`src/hw/rtl/assert_macros.svh`:
```
// assertion macros shared by the rtl
`ifndef ASSERT_MACROS_SVH
`define ASSERT_MACROS_SVH

`ifndef ASSERT_OFF

// condition must hold on every clock outside reset
`define ASSERT_ALWAYS(label, clk, rst_n, cond) \
    label: assert property (@(posedge clk) disable iff (!rst_n) (cond)) \
        else $error("assertion failed: always");

// consequent must hold in the same cycle as the antecedent
`define ASSERT_IMPLIES(label, clk, rst_n, ante, cons) \
    label: assert property (@(posedge clk) disable iff (!rst_n) (ante) |-> (cons)) \
        else $error("assertion failed: implies");

// consequent must hold in the cycle after the antecedent
`define ASSERT_NEXT(label, clk, rst_n, ante, cons) \
    label: assert property (@(posedge clk) disable iff (!rst_n) (ante) |=> (cons)) \
        else $error("assertion failed: next");

`else

`define ASSERT_ALWAYS(label, clk, rst_n, cond)
`define ASSERT_IMPLIES(label, clk, rst_n, ante, cons)
`define ASSERT_NEXT(label, clk, rst_n, ante, cons)

`endif

`endif

```
`src/hw/rtl/bsl_pkg.sv`:
```
`timescale 1ns / 1ps

package bsl_pkg;

    // default capacity of the list
    localparam int DEFAULT_DEPTH = 16;

    // field widths
    localparam int CMD_W    = 2;
    localparam int VALUE_W  = 32;
    localparam int STATUS_W = 2;
    localparam int COUNT_W  = 5;

    // operation codes
    localparam logic [CMD_W-1:0] CMD_PUSH_BACK  = 2'd0;
    localparam logic [CMD_W-1:0] CMD_PUSH_FRONT = 2'd1;
    localparam logic [CMD_W-1:0] CMD_POP_BACK   = 2'd2;
    localparam logic [CMD_W-1:0] CMD_POP_FRONT  = 2'd3;

    // status codes
    localparam logic [STATUS_W-1:0] ST_DONE  = 2'd0;
    localparam logic [STATUS_W-1:0] ST_FULL  = 2'd1;
    localparam logic [STATUS_W-1:0] ST_EMPTY = 2'd2;

endpackage

```
`src/hw/rtl/bsl_ram.sv`:
```
`timescale 1ns / 1ps

module bsl_ram #(
    parameter int WIDTH = 32,
    parameter int DEPTH = 16
) (
    input  logic                     i_clk,
    input  logic                     i_we,
    input  logic [$clog2(DEPTH)-1:0] i_waddr,
    input  logic [WIDTH-1:0]         i_wdata,
    input  logic [$clog2(DEPTH)-1:0] i_raddr,
    output logic [WIDTH-1:0]         o_rdata
);

    logic [WIDTH-1:0] r_mem [DEPTH];
    logic [WIDTH-1:0] r_rdata;

    // single write port
    always_ff @(posedge i_clk) begin
        if (i_we) begin
            r_mem[i_waddr] <= i_wdata;
        end
    end

    // registered read port
    always_ff @(posedge i_clk) begin
        r_rdata <= r_mem[i_raddr];
    end

    assign o_rdata = r_rdata;

endmodule

```
`src/hw/rtl/bounded_sequence_list_top.sv`:
```
`timescale 1ns / 1ps

// Bounded list of signed 32-bit values with push and pop at both ends. The
// elements live in a circular buffer held in two mirrored single-port-read
// RAMs (one read for the front, one for the back); push front and pop front
// move a head pointer instead of the data. A transaction is taken on any edge
// with start high; busy never rises, so one transaction can be issued every
// cycle. Its result appears on the result ports with o_valid high in the
// cycle right after the start cycle and is there for that cycle only, so the
// receiver must capture it then. The result is registered alongside the RAM read.
// Rejected pushes (full) and pops (empty) report a status and leave the list
// unchanged. No clearing pass runs after reset: entries are written before
// they are ever reported.

`include "assert_macros.svh"

module bounded_sequence_list_top import bsl_pkg::*; #(
    parameter int DEPTH = DEFAULT_DEPTH
) (
    input  logic                       i_clk,
    input  logic                       i_rst_n,
    input  logic                       start,
    output logic                       busy,
    input  logic [CMD_W-1:0]           i_cmd,
    input  logic signed [VALUE_W-1:0]  i_value,
    output logic                       o_valid,
    output logic [STATUS_W-1:0]        o_status,
    output logic [COUNT_W-1:0]         o_count,
    output logic signed [VALUE_W-1:0]  o_front_value,
    output logic signed [VALUE_W-1:0]  o_back_value
);

    localparam int AW = $clog2(DEPTH);
    localparam int CW = $clog2(DEPTH + 1);

    typedef logic [AW-1:0] t_addr;
    typedef logic [AW:0]   t_sum;
    typedef logic [CW-1:0] t_count;

    // list state
    t_addr r_head, n_head;
    t_count r_count, n_count;

    // result stage
    logic                r_valid;
    logic [STATUS_W-1:0] r_status, n_status;
    logic                r_empty;
    logic                r_fwd_front;
    logic                r_fwd_back;
    logic [VALUE_W-1:0]  r_value;

    // ram ports
    logic               ram_we;
    t_addr              ram_waddr;
    t_addr              rd_front_addr;
    t_addr              rd_back_addr;
    logic [VALUE_W-1:0] q_front;
    logic [VALUE_W-1:0] q_back;

    logic   full;
    logic   empty;
    logic   push_ok;
    t_sum   back_sum;
    logic [CW+COUNT_W-1:0] count_ext;

    // wrap a sum of two in-range addresses back into the buffer
    function automatic t_addr wrap_addr(input t_sum s);
        t_sum w;
        w = (s >= t_sum'(DEPTH)) ? s - t_sum'(DEPTH) : s;
        return w[AW-1:0];
    endfunction

    assign full  = (r_count == t_count'(DEPTH));
    assign empty = (r_count == '0);
    assign busy  = 1'b0;

    // pointer and count update for the incoming operation
    always_comb begin
        n_head    = r_head;
        n_count   = r_count;
        n_status  = ST_DONE;
        push_ok   = 1'b0;
        ram_waddr = wrap_addr(t_sum'(r_head) + t_sum'(r_count));
        unique case (i_cmd)
            CMD_PUSH_BACK: begin
                if (full) begin
                    n_status = ST_FULL;
                end else begin
                    push_ok = 1'b1;
                    n_count = r_count + t_count'(1);
                end
            end
            CMD_PUSH_FRONT: begin
                if (full) begin
                    n_status = ST_FULL;
                end else begin
                    push_ok   = 1'b1;
                    n_head    = (r_head == '0) ? t_addr'(DEPTH - 1) : r_head - t_addr'(1);
                    ram_waddr = n_head;
                    n_count   = r_count + t_count'(1);
                end
            end
            CMD_POP_BACK: begin
                if (empty) begin
                    n_status = ST_EMPTY;
                end else begin
                    n_count = r_count - t_count'(1);
                end
            end
            CMD_POP_FRONT: begin
                if (empty) begin
                    n_status = ST_EMPTY;
                end else begin
                    n_head  = wrap_addr(t_sum'(r_head) + t_sum'(1));
                    n_count = r_count - t_count'(1);
                end
            end
            default: begin
                n_status = ST_DONE;
            end
        endcase
    end

    assign ram_we = start && push_ok;

    // read addresses of the ends after the operation
    assign back_sum      = t_sum'(n_head) + t_sum'(n_count) - t_sum'(1);
    assign rd_front_addr = n_head;
    assign rd_back_addr  = wrap_addr(back_sum);

    // front copy of the element store
    bsl_ram #(
        .WIDTH (VALUE_W),
        .DEPTH (DEPTH)
    ) u_ram_front (
        .i_clk   (i_clk),
        .i_we    (ram_we),
        .i_waddr (ram_waddr),
        .i_wdata (i_value),
        .i_raddr (rd_front_addr),
        .o_rdata (q_front)
    );

    // back copy of the element store
    bsl_ram #(
        .WIDTH (VALUE_W),
        .DEPTH (DEPTH)
    ) u_ram_back (
        .i_clk   (i_clk),
        .i_we    (ram_we),
        .i_waddr (ram_waddr),
        .i_wdata (i_value),
        .i_raddr (rd_back_addr),
        .o_rdata (q_back)
    );

    // control state
    always_ff @(posedge i_clk) begin
        if (!i_rst_n) begin
            r_head  <= '0;
            r_count <= '0;
            r_valid <= 1'b0;
        end else begin
            r_valid <= start;
            if (start) begin
                r_head  <= n_head;
                r_count <= n_count;
            end
        end
    end

    // result payload, with forwarding of the element written this cycle
    always_ff @(posedge i_clk) begin
        if (start) begin
            r_status    <= n_status;
            r_empty     <= (n_count == '0);
            r_fwd_front <= ram_we && (ram_waddr == rd_front_addr);
            r_fwd_back  <= ram_we && (ram_waddr == rd_back_addr);
            r_value     <= i_value;
        end
    end

    // count reported in its 5-bit field
    assign count_ext = {{COUNT_W{1'b0}}, r_count};

    assign o_valid       = r_valid;
    assign o_status      = r_status;
    assign o_count       = count_ext[COUNT_W-1:0];
    assign o_front_value = r_empty ? '0 : (r_fwd_front ? r_value : q_front);
    assign o_back_value  = r_empty ? '0 : (r_fwd_back ? r_value : q_back);

    // checks
    `ASSERT_ALWAYS(a_count_bound, i_clk, i_rst_n, r_count <= t_count'(DEPTH))
    `ASSERT_NEXT(a_result_follows, i_clk, i_rst_n, start && !busy, o_valid)
    `ASSERT_IMPLIES(a_full_status, i_clk, i_rst_n, o_valid && (o_status == ST_FULL), r_count == t_count'(DEPTH))
    `ASSERT_IMPLIES(a_empty_flag, i_clk, i_rst_n, o_valid, r_empty == (r_count == '0))

endmodule

```
`config.mk`:
```
export PLATFORM = sky130hd
export DESIGN_NAME = bounded_sequence_list_top
export DESIGN_NICKNAME = d
export VERILOG_FILES = /design/src/hw/rtl/bsl_pkg.sv /design/src/hw/rtl/bsl_ram.sv /design/src/hw/rtl/bounded_sequence_list_top.sv
export VERILOG_INCLUDE_DIRS = /design/src /design/src/hw/rtl
export SDC_FILE = /design/constraint.sdc
export NUM_CORES = 1
export LEC_CHECK = 0
export BUFFER_PORTS_ARGS = -buffer_cell sky130_fd_sc_hd__buf_2
export CAP_MARGIN = 10
export CORE_ASPECT_RATIO = 1.5
export CORE_MARGIN = 5
export CORE_UTILIZATION = 62
export DETAILED_ROUTE_END_ITERATION = 8
export PLACE_DENSITY = 0.91
export SLEW_MARGIN = 20
export SYNTH_ARGS = -nofsm -noshare
export SYNTH_HDL_FRONTEND = slang
export SYNTH_SLANG_ARGS = --single-unit
export TNS_END_PERCENT = 20
```
`constraint.sdc`:
```
create_clock -name i_clk -period 6.8 [get_ports i_clk]
set_input_delay 0.68 -clock i_clk [delete_from_list [all_inputs] [get_ports i_clk]]
set_output_delay 0.68 -clock i_clk [all_outputs]
set_load 0.02 [all_outputs]
```
# --- After elaboration in Yosys (flattened, before gate mapping) ---
# Memories as Yosys holds them, arrays and structs flattened. A register that Yosys moved wholly into a read port is not among the register bits.
# Cells that the tools add are included.
# Widths: inputs -> output; s select.
word_totals:
  regBits: 47
  latchBits: 0
  ramBits: 1024
  mem_bits_ro: 0
  inputBits: 37
  out_inout_bits: 73
  wordCells: 61
  memories: 2
mem_list:
  columns: ["memory", "words", "word_bits", "rd", "rd_clocked_by_memory_dff", "wr", "line_no", "rtl"]
  rows:
  - ["u_ram_back.r_mem", 16, 32, 1, 1, 1, "bsl_ram.sv:15", "logic [WIDTH-1:0] r_mem [DEPTH];"]
  - ["u_ram_front.r_mem", 16, 32, 1, 1, 1, "bsl_ram.sv:15", null]
classes:
  n_addsub: 10
  n_mul: 0
  n_div: 0
  magnitude_cmp: 3
  eq_ne: 6
  n_shift: 0
  n_mux: 23
  bitwise: 0
  reduce_logical: 9
ops:
  columns: ["op", "n"]
  rows:
  - ["$mux 32", 4]
  - ["$mux 4", 8]
  - ["$sub 4x1->4 const B", 4]
  - ["$ge 5x5->1 const B", 3]
  - ["$add 4x5->5", 2]
  - ["$logic_not 5->1", 2]
  - ["$mux 5", 2]
  - ["$pmux 5 s2", 1]
  - ["$sub 5x1->5 const B", 2]
  - ["$eq 4x4->1", 2]
  - ["$pmux 4 s2", 1]
  - ["$add 4x1->5 const B", 1]
  - ["$add 5x1->5 const B", 1]
  - ["$eq 5x5->1 const B", 1]
  - ["$mux 1", 5]
  - ["$eq 2x2->1 const B", 2]
  - ["$logic_not 4->1", 1]
  - ["$pmux 2 s2", 1]
  - ["$reduce_or 2->1", 2]
  - ["$logic_and 1x1->1", 3]
  - ["$eq 2x1->1 const B", 1]
  - ["$logic_not 2->1", 1]
  - ["$mux 2", 1]

# --- Longest topological paths before layout ---
# Gate-level depths: netlist of run 1.
logic_depth:
  word_depth: 11
  ltp_mapped: 22
  depth_no_buf: 16

# --- By module ---
# Synthesis of run 1 repeated with hierarchy kept, for this count alone.
unflattened:
  cells_unflattened: 2026
  area_unflattened_um2: 43123.9
modules_own_cells:
  columns: ["mod", "n_inst", "cells_per_inst", "area_per_inst_um2", "seq_area_each_um2"]
  rows:
  - ["bsl_ram (u_ram_front)", 1, 838, 19854.0, 16015.4]
  - ["bsl_ram (u_ram_back)", 1, 838, 19836.5, 16015.4]
  - ["bounded_sequence_list_top", 1, 350, 3433.3, 1311.3]

# --- Least setup slack after synthesis of run 1 ---
# Ideal clock, no wire load.
synth_timing:
  kind: "register to register"
  startpoint: "reg r_count[0], in the netlist o_count[0]"
  endpoint: "reg u_ram_back.r_rdata[12], in the netlist u_ram_back.o_rdata[12] (read register of u_ram_back.r_mem)"
  setup_ns: 0.142
  arrival_ns: 4.773
  required_ns: 6.658
  slack_ns: 1.886
  path_stages_with_launch: 17
  path_buffers: 6
  synth_period_minus_slack_ns: 4.914
  path_cell_list: "dfxtp_1 > clkbuf_1 > inv_1 > ha_1 > or4b_1 > mux4_2 > o311ai_4 > inv_4 > buf_2 > buf_2 > buf_6 > ha_1 > buf_1 > clkbuf_1 > mux4_2 > mux2i_1 > mux2i_1"
synth_via:
  elab_chain_len: 7
  elab_cells_between_ends: 15
  cone_classes: "add/sub (5); order compare (1); eq/ne (1); mux (7); reduce/logical (1)"
synth_lines:
  columns: ["element", "line_no", "rtl"]
  rows:
  - ["from (decl)", "bounded_sequence_list_top.sv:42", "t_count r_count, n_count;"]
  - ["from (signal assigned)", "bounded_sequence_list_top.sv:167", "r_count <= n_count;"]
  - ["$sub 5x1->5 (tied with other cells)", "bounded_sequence_list_top.sv:107, bounded_sequence_list_top.sv:115", null]
  - ["$mux 5 (tied with other cells)", "bounded_sequence_list_top.sv:104, bounded_sequence_list_top.sv:111", null]
  - ["$pmux 5 s2 / $pmux 4 s2 (equally long branches)", "bounded_sequence_list_top.sv:84", "unique case (i_cmd)"]
  - ["$add 4x5->5 (*)", "bounded_sequence_list_top.sv:127", "assign back_sum = t_sum'(n_head) + t_sum'(n_count) - t_sum'(1);"]
  - ["$sub 5x1->5 (*)", "bounded_sequence_list_top.sv:127", null]
  - ["$sub 4x1->4 / $ge 5x5->1 (equally long branches)", "bounded_sequence_list_top.sv:69", "w = (s >= t_sum'(DEPTH)) ? s - t_sum'(DEPTH) : s;"]
  - ["$mux 4 (*)", "bounded_sequence_list_top.sv:69", null]
  - ["to (decl)", "bsl_ram.sv:16", "logic [WIDTH-1:0] r_rdata;"]
# Mark *: on every way between the ends. The rest lies on a longest branch, timed or not.
# A chain may end at the register's enable or synchronous reset.

# --- Final worst setup path of run 1 ---
layout_timing:
  startpoint: "reg r_count[0], in the netlist o_count[0]"
  endpoint: "reg u_ram_back.r_rdata[20], in the netlist u_ram_back.o_rdata[20] (read register of u_ram_back.r_mem)"
# Same word-level chain as after synthesis.

==> out/results.txt, run 1 <==
status: finished clean
CTS Hold Bufs: 0
Setup Fix Bufs, Post-CTS: 0
startpoint types: flop
Yosys reg bits: 623
via count: 20100
Least-Margin Pin Slew: 1120 ps
top cells by area, synth: edfxtp_1 (58%), mux4_2 (10%), mux2i_1 (8.1%), dfxtp_1 (5.2%), nand2_1 (3.6%)
DRC Markers: 0
DRT iter0 DRCs: 3422
sequential-to-total area share from yosys stat: 0.628
final setup skew: 23.5 ps
initial antenna violation count: 3
Power Total: 16.4 mW
GRT Total Usage: 0.324
Post-synth ARST share: 0
Min-Delay Path Depth: 2
Core Area: 45800 sq um
final non-filler cell total: 2707
Die ar.: 50600 sq um
CP required: 7250 ps
cell area after synthesis: 28600 sq um
Max H-tree Level: 2
share of cells above drive strength 1: 0.188
Crit path largest cell delay: 1210 ps
Setup Crit Path Kind: flop to flop
Cells after Synth: 2022
vias in the first global route: 20300
Finished Core Util: 0.693
most frequent cell on the critical path: inv_1
Max clock buf depth: 3
Synth Net Count: 2072
WP data arrival: 5880 ps
Final Setup Violations: 0
min-delay worst type: primary input to flop
FP Rows: 96
Post-synth EDFFs: 549
Max Slew Vio Count: 0
Final Cycle Share: 0.798
Area Overhead vs Synth: 10.8%
Critical Path Slowest Stage Cell: fa_2
PortBufs: 108
Post-Route WL: 83.2 mm
largest fanout on the critical path: 76
fin crit period: 5430 ps
Cell Count Post-Placement: 2607
synth cell count leaders: edfxtp_1 (549), nand2_1 (278), mux2i_1 (232), nor2_1 (185), mux4_2 (129)
max cap viols: 0
vias per cell: 7.41
CTS resizes: 0
unrepaired setup endpoints after global routing: no
worst path cell trace: inv_1, ha_1, or4b_1, mux4_2, o311ai_4, inv_6, ha_4, inv_1, ha_4, inv_1, fa_2, buf_4, mux2i_1
top-count cell post-synth: edfxtp_1
GPL Wtd Cong: 0.865
Final Hold Violating Endpoints: 0
largest net degree at the start of global routing: 98
Worst slew margin: 0.254
Clock Tree Root: clkbuf_16
CTS tree: done
DPL Wire Length: 43.4 mm
placed cell area: 29800 sq um
Reg2Reg Depth: 13
per-cell routed wire length: 30.7 microns
post-synth cell types: 64
largest family of logic cells by synthesized area: multiplexers
mean post-synth cell area: 14.1 sq um
CTS Buf Count: 53
top-area cell type share of the netlist area: 0.576
Sink Count: 623
Clock transition at path regs: 70 ps
worst vdd ir: 0.000806 V
DRT Pass-1 Iters: 6
synthesized-area fraction occupied by adder cells: 0.00621
Die Width: 185 microns
Layout Nets: 2124
Final Instance Area: 31700 sq um
mux share of post-synthesis cell area: 0.183
Initial Util: 0.625
Final TNS setup: 0 ps
Compound-Gate Fraction of Synth Area: 0.0597
Yosys top cell by area: edfxtp_1
Leak Pwr: 11.3 nW
Top FF cell, synth: edfxtp_1
clock latency on the worst-skew pair: 600 ps
grt ovf: 0
Post-Synth XOR/XNOR Area: 0.00643
fmax: 0.184 GHz
Final ANT Viol Nets: 0
CP Capture Type: flop
Syn. warnings: 0
global-route wire length before repair: 123 mm
Fill cells: 2665
Simple-Gate Fraction of Synth Area: 0.0917
I/O Pins: 110
Die Ht: 273 microns
Pwr Density: 517 nW/um^2
-- per-layer routing --
metal | vias up | track usage | share of wire
met5 | - | 0 | 0
met4 | 0 | 0.215 | 0.079
met3 | 530 | 0.0702 | 0.13
met2 | 2003 | 0.527 | 0.49
met1 | 9615 | 0.389 | 0.30
li1 | 7902 | - | -
-- critical path, delay by kind of cell (launching register included) --
family | cells | cell delay (ps)
AO/OA/AOI/OAI | 1 | 140
adder cells (fa/ha/maj) | 4 | 1930
buffers and inverters | 5 | 1160
flip-flops | 1 | 430
multiplexers | 2 | 1010
AND/OR/NAND/NOR | 1 | 550
-- metrics by stage --
stage                     hold WS (ps)  setup slack, ps
after floorplan                    552             1890
after global placement             596             1830
after detailed placement           614             1650
after CTS                          430             1620
after global routing               441             1270
final                              442             1370
-- path summary, 6_finish.rpt --
path                      startpoint                        endpoint  slack [ps]
max          o_count[0]$_SDFFE_PN0P_  u_ram_back.o_rdata[20]$_DFF_P_        1370
min                          i_rst_n         o_count[1]$_SDFFE_PN0P_         440
max reg2reg  o_count[0]$_SDFFE_PN0P_  u_ram_back.o_rdata[20]$_DFF_P_        1370
min reg2reg   r_head[3]$_SDFFE_PN0P_          r_head[3]$_SDFFE_PN0P_         640
-- final cells by class --
| class | count | area [sq um] | area share |
|---|---|---|---|
| antenna | 3 | 7.51 | 0.000237 |
| clock buffer | 73 | 1530 | 0.0484 |
| clock inverter | 24 | 354 | 0.0112 |
| inverter | 13 | 53.8 | 0.00170 |
| multi-input combinational | 1233 | 10100 | 0.320 |
| sequential | 623 | 18000 | 0.567 |
| tap | 588 | 736 | 0.0232 |
| timing repair buffer | 150 | 910 | 0.0287 |
-- power by group --
group	leakage, nW	switching (mW)	internal [mW]
combinational	4.74	4.77	3.56
sequential	5.60	0.187	4.58
clock	0.925	1.38	1.92
-- sequential cells by signal (all words and copies together) (netlist names) --
register	flops
u_ram_front.r_mem	480
r_fwd_back	1
o_valid	1
u_ram_front.o_rdata	32
u_ram_back.r_mem	32
r_head	4
u_ram_back.o_rdata	32
r_fwd_front	1
r_value	32
o_count	5
r_empty	1
o_status	2
-- cells by family after synthesis --
family          count (synthesis)
compound gates                231
other cells                     1
buf+inv                       166
fa+ha+maj                      13
flops                         623
xor+xnor                       21
mux                           362
simple gates                  605
-- cells in the final DEF (no fill, tap or decap), types with 4 or more instances in the layout --
master and n:
bufinv_16 9, clkinv_2 8, nand4_1 62, a211oi_1 32
o21ai_1 4, clkbuf_8 9, buf_2 108, mux2i_1 232
nand2b_1 8, ha_1 9, mux4_2 129, dfxtp_1 74
inv_1 12, o2111ai_1 31, nand2_1 278, nand3_1 38
nor2_1 168, xor2_1 7, xnor2_1 13, and2_1 8
edfxtp_1 549, a21oi_1 69, nor2b_1 6, clkbuf_1 9
a22o_1 63, buf_4 37, clkbuf_16 55, nor2_4 17
buf_12 4
No activity file was read; power rests on OpenSTA's default activity.
==> run 2, diff against run 1 <==
- CORE_UTILIZATION: 62 -> 56
- PLACE_DENSITY: 0.91 -> 0.87
- clock period: 6.8 -> 4.5 ns (I/O delays scaled with it)
==> run 2 against run 1 <==
  * Die area up 10%
  * Flip-flop and latch count unchanged
  * First-iteration DRC count down 9.9%
  * Clock skew up 16 ps
  * Critical path depth up 4
  * Count of clock-buffer cells in the layout down 4
  * Core utilization down 6.1 points
  * Maximum frequency up 26%
  * Power up 49%
  * Via count down 2.1%
  * Cell area up 0.97%
  * Sequential power up 50%
  * Critical path type unchanged
  * Largest cell class unchanged
  * Highest routed layer is now met5
==> out/results.txt, run 2 (synthesized netlist as in run 1, its figures left out) <==
status: finished clean
share of cells above drive strength 1: 0.198
CTS Hold Bufs: 0
fmax: 0.232 GHz
PortBufs: 108
Post-Place Worst Slack: 7.17 ps
CP Capture Type: flop
DPL Wire Length: 44.2 mm
worst vdd ir: 0.00107 V
FF-to-FF End: u_ram_back.o_rdata[17]$_DFF_P_
CTS tree: done
Max Slew Vio Count: 0
Die Ht: 287 microns
I/O Pins: 110
DRT Pass-1 Iters: 7
grt ovf: 0
Die ar.: 55800 sq um
Core Area: 50700 sq um
vias in the first global route: 20000
most frequent cell on the critical path: ha_4
Pwr Density: 764 nW/um^2
fin crit period: 4320 ps
placed cell area: 30300 sq um
Power Total: 24.4 mW
Final Setup Violations: 0
Final Instance Area: 32000 sq um
Layout Nets: 2151
Clock Tree Root: clkbuf_16
Min-Delay Startpoint: i_rst_n
final setup skew: 39.1 ps
Leak Pwr: 11.4 nW
GRT Total Usage: 0.281
via count: 19600
Setup Fix Bufs, Post-CTS: 0
PnR worst setup slack: 183 ps
max reg flops: 480
FF-to-FF setup slack: 180 ps
per-cell routed wire length: 28.6 microns
DRT iter0 DRCs: 3084
Setup Crit Path Kind: flop to flop
Final Cycle Share: 0.959
unrepaired setup endpoints after global routing: no
Min-Delay Path Depth: 2
worst r2r src: o_count[1]$_SDFFE_PN0P_
min-delay worst type: primary input to flop
clock latency on the worst-skew pair: 600 ps
Initial Util: 0.565
CP required: 4920 ps
CTS resizes: 1
DRC Markers: 0
Reg2Reg Depth: 17
Max H-tree Level: 2
Clock transition at path regs: 70 ps
Post-Route WL: 80.4 mm
Sink Count: 623
Crit path largest cell delay: 580 ps
Area Overhead vs Synth: 11.9%
Critical Path Slowest Stage Cell: xnor2_4
vias per cell: 6.98
Final Hold Violating Endpoints: 0
Final TNS setup: 0 ps
CTS Buf Count: 53
max cap viols: 0
worst path cell trace: inv_2, ha_4, or4b_4, mux4_2, o311ai_4, inv_6, ha_4, inv_1, ha_4, inv_1, fa_2, xor2_1, xnor2_1, xnor2_4, buf_12, mux2i_1, mux2i_1
FP Rows: 101
largest net degree at the start of global routing: 162
Worst slew margin: 0.256
global-route wire length before repair: 120 mm
GPL Wtd Cong: 0.873
initial antenna violation count: 3
largest fanout on the critical path: 17
WP data arrival: 4740 ps
Die Width: 195 microns
Fill cells: 3327
Least-Margin Pin Slew: 1120 ps
Final ANT Viol Nets: 0
startpoint types: flop
leading cell type in the layout, fill and taps excluded: edfxtp_1
Max clock buf depth: 3
largest register by flop count: u_ram_front.r_mem
ANT cells: 0
commonest cells after routing, fill and taps aside: edfxtp_1 (549), nand2_1 (278), mux2i_1 (232)
Hold Path End: o_count[2]$_SDFFE_PN0P_
## run 2: cell count changes in the layout (fill, tap and decap cells not counted), moves of 3 or more
cell	before	now
clkinv_4	1	4
clkinv_1	3	6
clkbuf_1	9	12
buf_4	37	47
buf_12	4	22
clkbuf_8	9	2
clkinv_2	8	13
bufinv_16	9	1
diode_2	3	0
## run 2: how the worst max path moves through the flow
| stage | startpoint | depth (start not counted) | end |
|---|---|---|---|
| floorplan | o_count[0]$_SDFFE_PN0P_ | 22 | r_fwd_back$_DFFE_PP_ |
| finish | o_count[1]$_SDFFE_PN0P_ | 17 | u_ram_back.o_rdata[17]$_DFF_P_ |
| CTS | o_count[1]$_SDFFE_PN0P_ | 17 | u_ram_back.o_rdata[17]$_DFF_P_ |
| detailed placement | i_cmd[1] | 16 | u_ram_back.o_rdata[17]$_DFF_P_ |
| global placement | i_cmd[1] | 16 | u_ram_back.o_rdata[25]$_DFF_P_ |
| global route | o_count[1]$_SDFFE_PN0P_ | 17 | u_ram_back.o_rdata[17]$_DFF_P_ |
## run 2: stage by stage
| step | cells | util | hold WS, ps |
|---|---|---|---|
| 2_1_floorplan | 2022 | - | 549 |
| 3_3_place_gp | 2715 | 0.599 | 592 |
| 3_5_place_dp | 2715 | 0.599 | 595 |
| 4_1_cts | 2814 | 0.632 | 205 |
| 5_1_grt | 2814 | 0.632 | 218 |
| 6_report | 2814 | 0.632 | 216 |
## run 2: worst max-delay path: cells and delay by family (launching register included)
kind / cells / cell delay [ps]
XOR/XNOR: 3 / 930
multiplexers: 3 / 870
adder cells (fa/ha/maj): 4 / 810
buffers and inverters: 5 / 560
AND/OR/NAND/NOR: 1 / 480
flip-flops: 1 / 330
AO/OA/AOI/OAI: 1 / 140
## run 2: area by class of cell
cell class | count | area (sq um) | share of cell area
Timing Repair Buffer | 177 | 1330 | 0.0417
Multi-Input combinational cell | 1233 | 10200 | 0.317
Tap cell | 669 | 837 | 0.0262
Clock buffer | 69 | 1450 | 0.0453
Sequential cell | 623 | 18000 | 0.561
Inverter | 13 | 53.8 | 0.00168
Clock inverter | 30 | 200 | 0.00626
## run 2: report_power, final
part | switching (mW) | total [mW] | leakage (nW) | internal (mW)
registers | 0.229 | 7.15 | 5.60 | 6.92
clock network | 2.07 | 4.41 | 0.807 | 2.34
logic | 7.12 | 12.9 | 4.95 | 5.77
total | 9.41 | 24.4 | 11.4 | 15.0
## run 2: layer usage
| metal | share of wire | track usage | vias to the layer above |
|---|---|---|---|
| met5 | 0.00034 | 0 | - |
| met4 | 0.069 | 0.162 | 4 |
| met3 | 0.12 | 0.0523 | 425 |
| met2 | 0.49 | 0.469 | 1716 |
| met1 | 0.32 | 0.344 | 9548 |
| li1 | - | - | 7941 |
